===== config.mk =====
export PLATFORM = sky130hd
export DESIGN_NAME = dtns_divider
export DESIGN_NICKNAME = d
export VERILOG_FILES = /design/src/hw/rtl/dtns_pkg.sv /design/src/hw/rtl/dtns_divider.sv
export SDC_FILE = /design/constraint.sdc
export NUM_CORES = 1
export LEC_CHECK = 0
export ABC_CLOCK_PERIOD_IN_PS = 4550
export BUFFER_PORTS_ARGS = -buffer_cell sky130_fd_sc_hd__clkbuf_2
export CORE_UTILIZATION = 35
export CTS_BUF_LIST = sky130_fd_sc_hd__clkbuf_16
export CTS_CLUSTER_SIZE = 28
export DETAILED_ROUTE_END_ITERATION = 10
export PLACE_DENSITY = 0.65
export SYNTH_ARGS = -nofsm -noshare
export SYNTH_HDL_FRONTEND = slang
export SYNTH_SLANG_ARGS = --single-unit
export TNS_END_PERCENT = 1

===== constraint.sdc =====
create_clock -name clock -period 4.55 [get_ports clock]
set_clock_uncertainty 0.05 [all_clocks]
set_input_delay 0.91 -clock clock [delete_from_list [all_inputs] [get_ports clock]]
set_output_delay 0.91 -clock clock [all_outputs]
set_load 0.05 [all_outputs]

===== src/hw/rtl/dtns_pkg.sv =====
// ----------------------------------------------------------------------------
// dtns_pkg
// Shared types, codes and default sizes of the document similarity engine.
// ----------------------------------------------------------------------------
package dtns_pkg;

   localparam int DEF_MAX_WORDS  = 256;
   localparam int DEF_MAX_DOCS   = 64;
   localparam int DEF_COUNT_BITS = 16;

   localparam int CSR_ADDR_BITS = 3;
   localparam int CSR_DATA_BITS = 32;
   localparam logic CSR_IDX_WORDS = 1'b0;
   localparam logic CSR_IDX_DOCS  = 1'b1;

   localparam logic [8:0] WORDS_RESET = 9'd256;
   localparam logic [6:0] DOCS_RESET  = 7'd64;

   localparam logic [1:0] FUNC_ADD   = 2'd0;
   localparam logic [1:0] FUNC_QUERY = 2'd1;
   localparam logic [1:0] FUNC_CLEAR = 2'd2;

   localparam logic [1:0] STAT_OK      = 2'd0;
   localparam logic [1:0] STAT_RANGE   = 2'd1;
   localparam logic [1:0] STAT_ORDER   = 2'd2;

   typedef struct packed {
      logic [1:0]  func;
      logic [7:0]  word_row;
      logic [5:0]  doc_first;
      logic [5:0]  doc_second;
      logic [15:0] occ_count;
   } req_type;

   typedef struct packed {
      logic [31:0] similarity;
      logic [1:0]  status;
   } rsp_type;

   typedef struct packed {
      logic busy;
      logic done;
   } div_stat_type;

   typedef enum logic [3:0] {
      ST_IDLE,
      ST_WIPE,
      ST_ADD_RD,
      ST_ADD_WR,
      ST_Q_COLA,
      ST_Q_COLB,
      ST_Q_CHK,
      ST_ROW_RD,
      ST_ROW_CAP,
      ST_DIV_A,
      ST_DIV_B,
      ST_ACC,
      ST_DIV_S1,
      ST_DIV_S2
   } state_type;

endpackage


===== src/hw/rtl/dtns_divider.sv =====
// ----------------------------------------------------------------------------
// dtns_divider
// Shared restoring divider, one quotient bit per cycle.
// ----------------------------------------------------------------------------
module dtns_divider import dtns_pkg::*; #(
   parameter int QW = 41,
   parameter int DW = 24
) (
   input  logic                       clock,
   input  logic                       reset,
   input  logic                       div_start,
   input  logic [DW-1:0]              rem_init,
   input  logic [QW-1:0]              num_init,
   input  logic [$clog2(QW+1)-1:0]    steps,
   input  logic [DW-1:0]              den,
   output logic [QW-1:0]              quot,
   output div_stat_type               stat
);

   localparam int CW = $clog2(QW + 1);

   logic [DW-1:0] rem_ff, rem_in;
   logic [QW-1:0] num_ff, num_in;
   logic [QW-1:0] quot_ff, quot_in;
   logic [DW-1:0] den_ff, den_in;
   logic [CW-1:0] cnt_ff, cnt_in;
   logic          busy_ff, busy_in;
   logic          done_ff, done_in;
   logic [DW:0]   trial;
   logic [DW:0]   diff;
   logic          fits;

   // remainder stays below the divisor, so the trial is one bit wider
   always_comb begin
      trial = {rem_ff, num_ff[QW-1]};
      diff  = trial - {1'b0, den_ff};
      fits  = trial >= {1'b0, den_ff};
   end

   always_comb begin
      rem_in  = rem_ff;
      num_in  = num_ff;
      quot_in = quot_ff;
      den_in  = den_ff;
      cnt_in  = cnt_ff;
      busy_in = busy_ff;
      done_in = 1'b0;
      if (div_start) begin
         rem_in  = rem_init;
         num_in  = num_init;
         quot_in = '0;
         den_in  = den;
         cnt_in  = steps;
         busy_in = 1'b1;
      end else if (busy_ff) begin
         rem_in  = fits ? diff[DW-1:0] : trial[DW-1:0];
         num_in  = {num_ff[QW-2:0], 1'b0};
         quot_in = {quot_ff[QW-2:0], fits};
         cnt_in  = cnt_ff - CW'(1);
         if (cnt_ff == CW'(1)) begin
            busy_in = 1'b0;
            done_in = 1'b1;
         end
      end
   end

   always_ff @(posedge clock) begin
      if (reset) begin
         busy_ff <= 1'b0;
         done_ff <= 1'b0;
      end else begin
         busy_ff <= busy_in;
         done_ff <= done_in;
      end
      rem_ff  <= rem_in;
      num_ff  <= num_in;
      quot_ff <= quot_in;
      den_ff  <= den_in;
      cnt_ff  <= cnt_in;
   end

   assign quot      = quot_ff;
   assign stat.busy = busy_ff;
   assign stat.done = done_ff;

   a_done_after_busy: assert property (@(posedge clock) disable iff (reset)
      done_ff |-> $past(busy_ff) && !busy_ff)
      else $error("divider done without a run");

   a_start_when_idle: assert property (@(posedge clock) disable iff (reset)
      div_start |-> !busy_ff)
      else $error("divider started while running");

   a_count_live: assert property (@(posedge clock) disable iff (reset)
      busy_ff |-> cnt_ff != '0)
      else $error("divider running with no steps left");

endmodule


-- After elaboration in Yosys (flattened, before gate mapping)
Index checks and enable logic that the tools add are counted.
- register bits: 138
- input port bits: 98
- output and inout port bits: 43
- word-level logic and storage cells: 25
- add/sub/neg operators: 2
- $lt $le $gt $ge: 1
- equal/unequal tests: 1
- multiplexer cells: 11
- bitwise operators: 1
- reduce and logical (&&, ||, !) cells: 2
- operators by type and width (cell ; count):
    $mux W41 ; 2
    $mux W24 ; 3
    $ge A25 B24 Y1 ; 1
    $sub A24 B24 Y24 ; 1
    $mux W6 ; 2
    $eq A6 B1 Y1 const B ; 1
    $sub A6 B1 Y6 const B ; 1
    $mux W1 ; 4
    $reduce_or A3 Y1 ; 1
    $reduce_bool A2 Y1 ; 1
    $not A1 Y1 ; 1

-- Longest topological paths before layout
- depth after elaboration: 4
- mapped depth: 12

-- Least setup slack after synthesis
OpenSTA, ideal clock, no wires.
- kind: input port to flip-flop
- start point: input div_start
- end point: register cnt_ff[0], enable pin
- data arrival time: 2415 ps
- slack: 1687 ps
- stages: 3
- cell sequence: clkbuf_1 > clkbuf_1 > or2_2
- longest elaborated chain between the ends: 1
- ends and longest elaborated chain (what ; RTL line ; RTL):
    start, declared ; dtns_divider.sv:11 ; input logic div_start,
    $reduce_bool A2 Y1 (no source line) ; - ;
    end signal, assigned ; dtns_divider.sv:79 ; cnt_ff <= cnt_in;
    end, declared ; dtns_divider.sv:26 ; logic [CW-1:0] cnt_ff, cnt_in;
No other way between the ends.
A chain may end at the register's enable or synchronous reset.

-- Worst setup path in the final report
- start point: register rem_ff[9]
- end point: register rem_ff[21], data pin
- longest elaborated chain between the ends: 4
- ends and longest elaborated chain (what ; RTL line ; RTL):
    start, declared ; dtns_divider.sv:22 ; logic [DW-1:0] rem_ff, rem_in;
    start signal, assigned ; dtns_divider.sv:75 ; rem_ff <= rem_in;
    $sub A24 B24 Y24 / $ge A25 B24 Y1 (equally long branches) ; dtns_divider.sv:36, dtns_divider.sv:37 ;
    $mux W24 (*) ; dtns_divider.sv:56 ; rem_in = fits ? diff[DW-1:0] : trial[DW-1:0];
    $mux W24 (*) ; dtns_divider.sv:55 ; end else if (busy_ff) begin
    $mux W24 (*) ; dtns_divider.sv:48 ; if (div_start) begin
    net rem_in[21] ; dtns_divider.sv:22 ;
Mark *: on every way through the listed nets, which the timed path passes. The rest lies on a longest branch. The select of a mux whose other input is x is not followed.

==> metrics.md <==
| Metric | Value |
|---|---|
| Vias post-DR | `5026` |
| Fraction of registers with async set/reset | `0%` |
| Global-route wire length before repair | `25300 µm` |
| Largest family of logic cells by synthesized area | `multiplexers` |
| Filler cell count | `1909` |
| Final Core Density | `between 40% and 50%` |
| Register area share after synthesis | `53.1%` |
| Hold Path End | `quot[40]` |
| Initial antenna violation count | `0` |
| CTS tree | `yes` |
| Count of cell types in the netlist | `just under 60` |
| #FFs+latches synth | `138` |
| Pin count of the biggest net entering global routing | `about 120` |
| Gates resized, CTS repair | `0` |
| PD cells | `about 470 nW/µm²` |
| Mean routed wirelength per cell | `15.5 µm` |
| Compound-Gate Fraction of Synth Area | `between 10% and 20%` |
| Hold path depth | `2` |
| Vias in the first global route | `4996` |
| Die area | `20600 µm²` |
| Mux cell area share after synthesis | `between 10 and 15%` |
| Worst ir drop on vdd | `0.258 mV` |
| Path depth of the worst reg2reg path | `9` |
| WP data required | `roughly 4700 ps` |
| Ys Warns | `0` |
| Crit path time final | `3420 ps` |
| Area after DPL | `7910 µm²` |
| Synth Cell Area | `~7000 µm²` |
| WL final | `15800 µm` |
| Final setup viols | `0` |
| RSZ-0062 raised after global routing | `no` |
| All-Layer GR Usage | `16.0%` |
| Non-Filler Instances | `1014` |
| Worst Tran Pin Value | `1050 ps` |
| Top-area cell type share of the netlist area | `between 40% and 50%` |
| Clock transition at path regs | `60 ps` |
| Layout cell share with drive strength beyond 1 | `between 20 and 30%` |
| Final hold vios | `0` |
| Post CTS Setup Buffer Count | `0` |
| Final ANT Viol Nets | `0` |
| Die height | `143 µm` |
| Clock Root Buffer | `clkbuf_16` |
| Post-place setup slack | `roughly 1200 ps` |
| Avg Synthesized Cell Area | `11.5 µm²` |
| Pleak | `roughly 3.5 nW` |
| Area of the multi-input gates | `about 3000 µm²` |
| Fmax | `between 200 and 300 MHz` |
| Slew headroom | `30.0%` |
| Synth Flop Type | `edfxtp_1` |
| Core area | `19500 µm²` |
| Status | `complete, no violations` |
| Vias per cell | `between 4 and 5` |
| Number of synthesized flops with an enable pin | `95` |
| Worst-Skew Late Latency | `420 ps` |
| Area Overhead vs Synth | `20.8%` |
| RR Endpoint | `rem_ff[21]` |
| Die W | `143 µm` |
| Min-Delay Path Class | `flop to flop` |
| Cell count after synthesis | `609` |
| Clk buf depth | `2` |
| Max Transition Viols Final | `0` |
| I/O pin cnt | `roughly 140` |
| Post-route DRC | `0` |
| Xor-xnor portion of the synthesized cell area | `3.00%` |
| H-Tree Depth | `4` |
| 1st-iter DRT viols | `223` |
| # hold bufs at CTS | `0` |
| Storage element area | `~3700 µm²` |
| Crit. Startpoint | `rem_ff[9]` |
| Reg-to-reg startpoint | `rem_ff[9]` |
| Post-layout nets | `861` |
| Worst Path Arrival | `3530 ps` |
| Detailed Routing Iterations Pass 1 | `4` |
| Area contributors post-synth | `edfxtp_1, dfxtp_1, mux2_2` |
| R2r setup slk | `~1100 ps` |
| Ant diodes | `0` |
| Fin crit share | `75.2%` |
| Inserted Clock Buffers | `17` |
| Synthesized-area fraction occupied by adder cells | `4.93%` |
| Largest area contributor in the synthesized netlist | `edfxtp_1` |
| HP Start | `quot[40]` |
| Initial Util | `a little over a third` |
| Max-cap violation count | `0` |
| Overflow after GRT | `0` |
| Fin Setup TNS | `0 ps` |
| Clock net sink count | `138` |
| Fin worst setup slack | `1130 ps` |
| Final Cell Area | `8450 µm²` |
| DP Wirelength | `between 10000 and 15000 µm` |
| Post-synth net total | `734` |
| Worst Path Max Fanout | `13` |
| Crit Path Class | `flop to flop` |
| Port buffer count | `140` |
| Post-synthesis simple-gate area fraction | `11.3%` |
| Placed insts | `982` |
| Setup crit end kind | `flop` |
| Final Wtd Congestion | `0.844` |
| Row Count | `51` |
| Startpoint Class | `flop` |
-- cells by family (layout without fill, tap and decap cells) --
kind of cell / count (synthesis) / after routing
and+or+nand+nor: 160 / 160
DFF: 138 / 138
AOI/OAI and AO/OA: 113 / 113
muxes: 80 / 80
buffers and inverters: 67 / 207
adders and majority gates: 27 / 27
xor gates and xnor gates: 24 / 24
-- critical path: stages, from the launching register on --
cell      delay (ps)
edfxtp_1         390
ha_1             410
a21o_1           220
a31o_1           230
o21a_1           190
or2_1            320
o31ai_4          620
buf_4            330
a211oi_1         110
a221o_1          290
-- power breakdown --
group | total, mW | internal (mW) | switching [mW]
Clock | 1.28 | 0.730 | 0.549
Sequential | 1.59 | 1.52 | 0.0699
Combinational | 1.08 | 0.445 | 0.632
Total | 3.95 | 2.70 | 1.25
-- cells in the mapped netlist (4+ instances only) --
library cell	n
buf_6	4
nand4b_1	9
o311ai_1	9
xor2_1	17
buf_1	12
clkbuf_1	16
nand2_1	34
a31oi_1	5
inv_1	30
xnor2_1	7
o21ai_1	7
nor3_1	12
a211oi_1	5
mux2_2	40
a32oi_1	8
nand3_1	6
nor2b_1	14
ha_1	26
nand2b_1	5
mux2i_1	40
o31ai_1	11
nor2_1	59
edfxtp_1	95
a21oi_1	24
and2_1	4
o21ai_0	15
dfxtp_1	43
-- worst max path at each step --
stage | endpoint | cells after the start | slack [ps]
after floorplan | cnt_ff[0] | 3 | 1690
after global placement | rem_ff[21] | 9 | 1250
after detailed placement | rem_ff[21] | 9 | 1170
after CTS | rem_ff[21] | 9 | 1180
after global routing | rem_ff[21] | 9 | 990
final | rem_ff[21] | 9 | 1130
-- routing by layer --
layer	track usage, %	share of wire [%]	vias to the layer above
li1	-	-	2507
met1	20.4	45	2356
met2	25.3	46	150
met3	6.10	7.9	13
met4	4.20	0.84	0
met5	0	0	-
-- cell type report --
cell class / count / area share, %
Sequential cell: 138 / 43.9
Multi-Input combinational cell: 404 / 35.4
Timing Repair Buffer: 145 / 8.95
Clock buffer: 18 / 5.33
Tap cell: 265 / 3.92
Inverter: 30 / 1.33
Clock inverter: 14 / 1.11
-- registers in the layout, summed over array words and instances, names as in the netlist --
signal / flops
num_ff: 41
quot: 41
den_ff: 24
rem_ff: 24
cnt_ff: 6
busy_ff: 1
done_ff: 1
-- metrics by stage --
step	hold WS [ps]	power (mW)
2_1_floorplan	475	2.43
3_3_place_gp	426	2.67
3_5_place_dp	434	2.69
4_1_cts	459	3.99
5_1_grt	497	4.18
6_report	466	3.95
-- cells in the final DEF, fill, tap and decap left out, drive strengths merged, types with 24 or more instances in the layout --
cell type and count:
dfxtp 43, nor2 60, nand2 34, edfxtp 95, inv 38, mux2i 40
clkbuf 157, mux2 40, ha 26, a21oi 24
No activity file was read; power rests on OpenSTA's default activity.
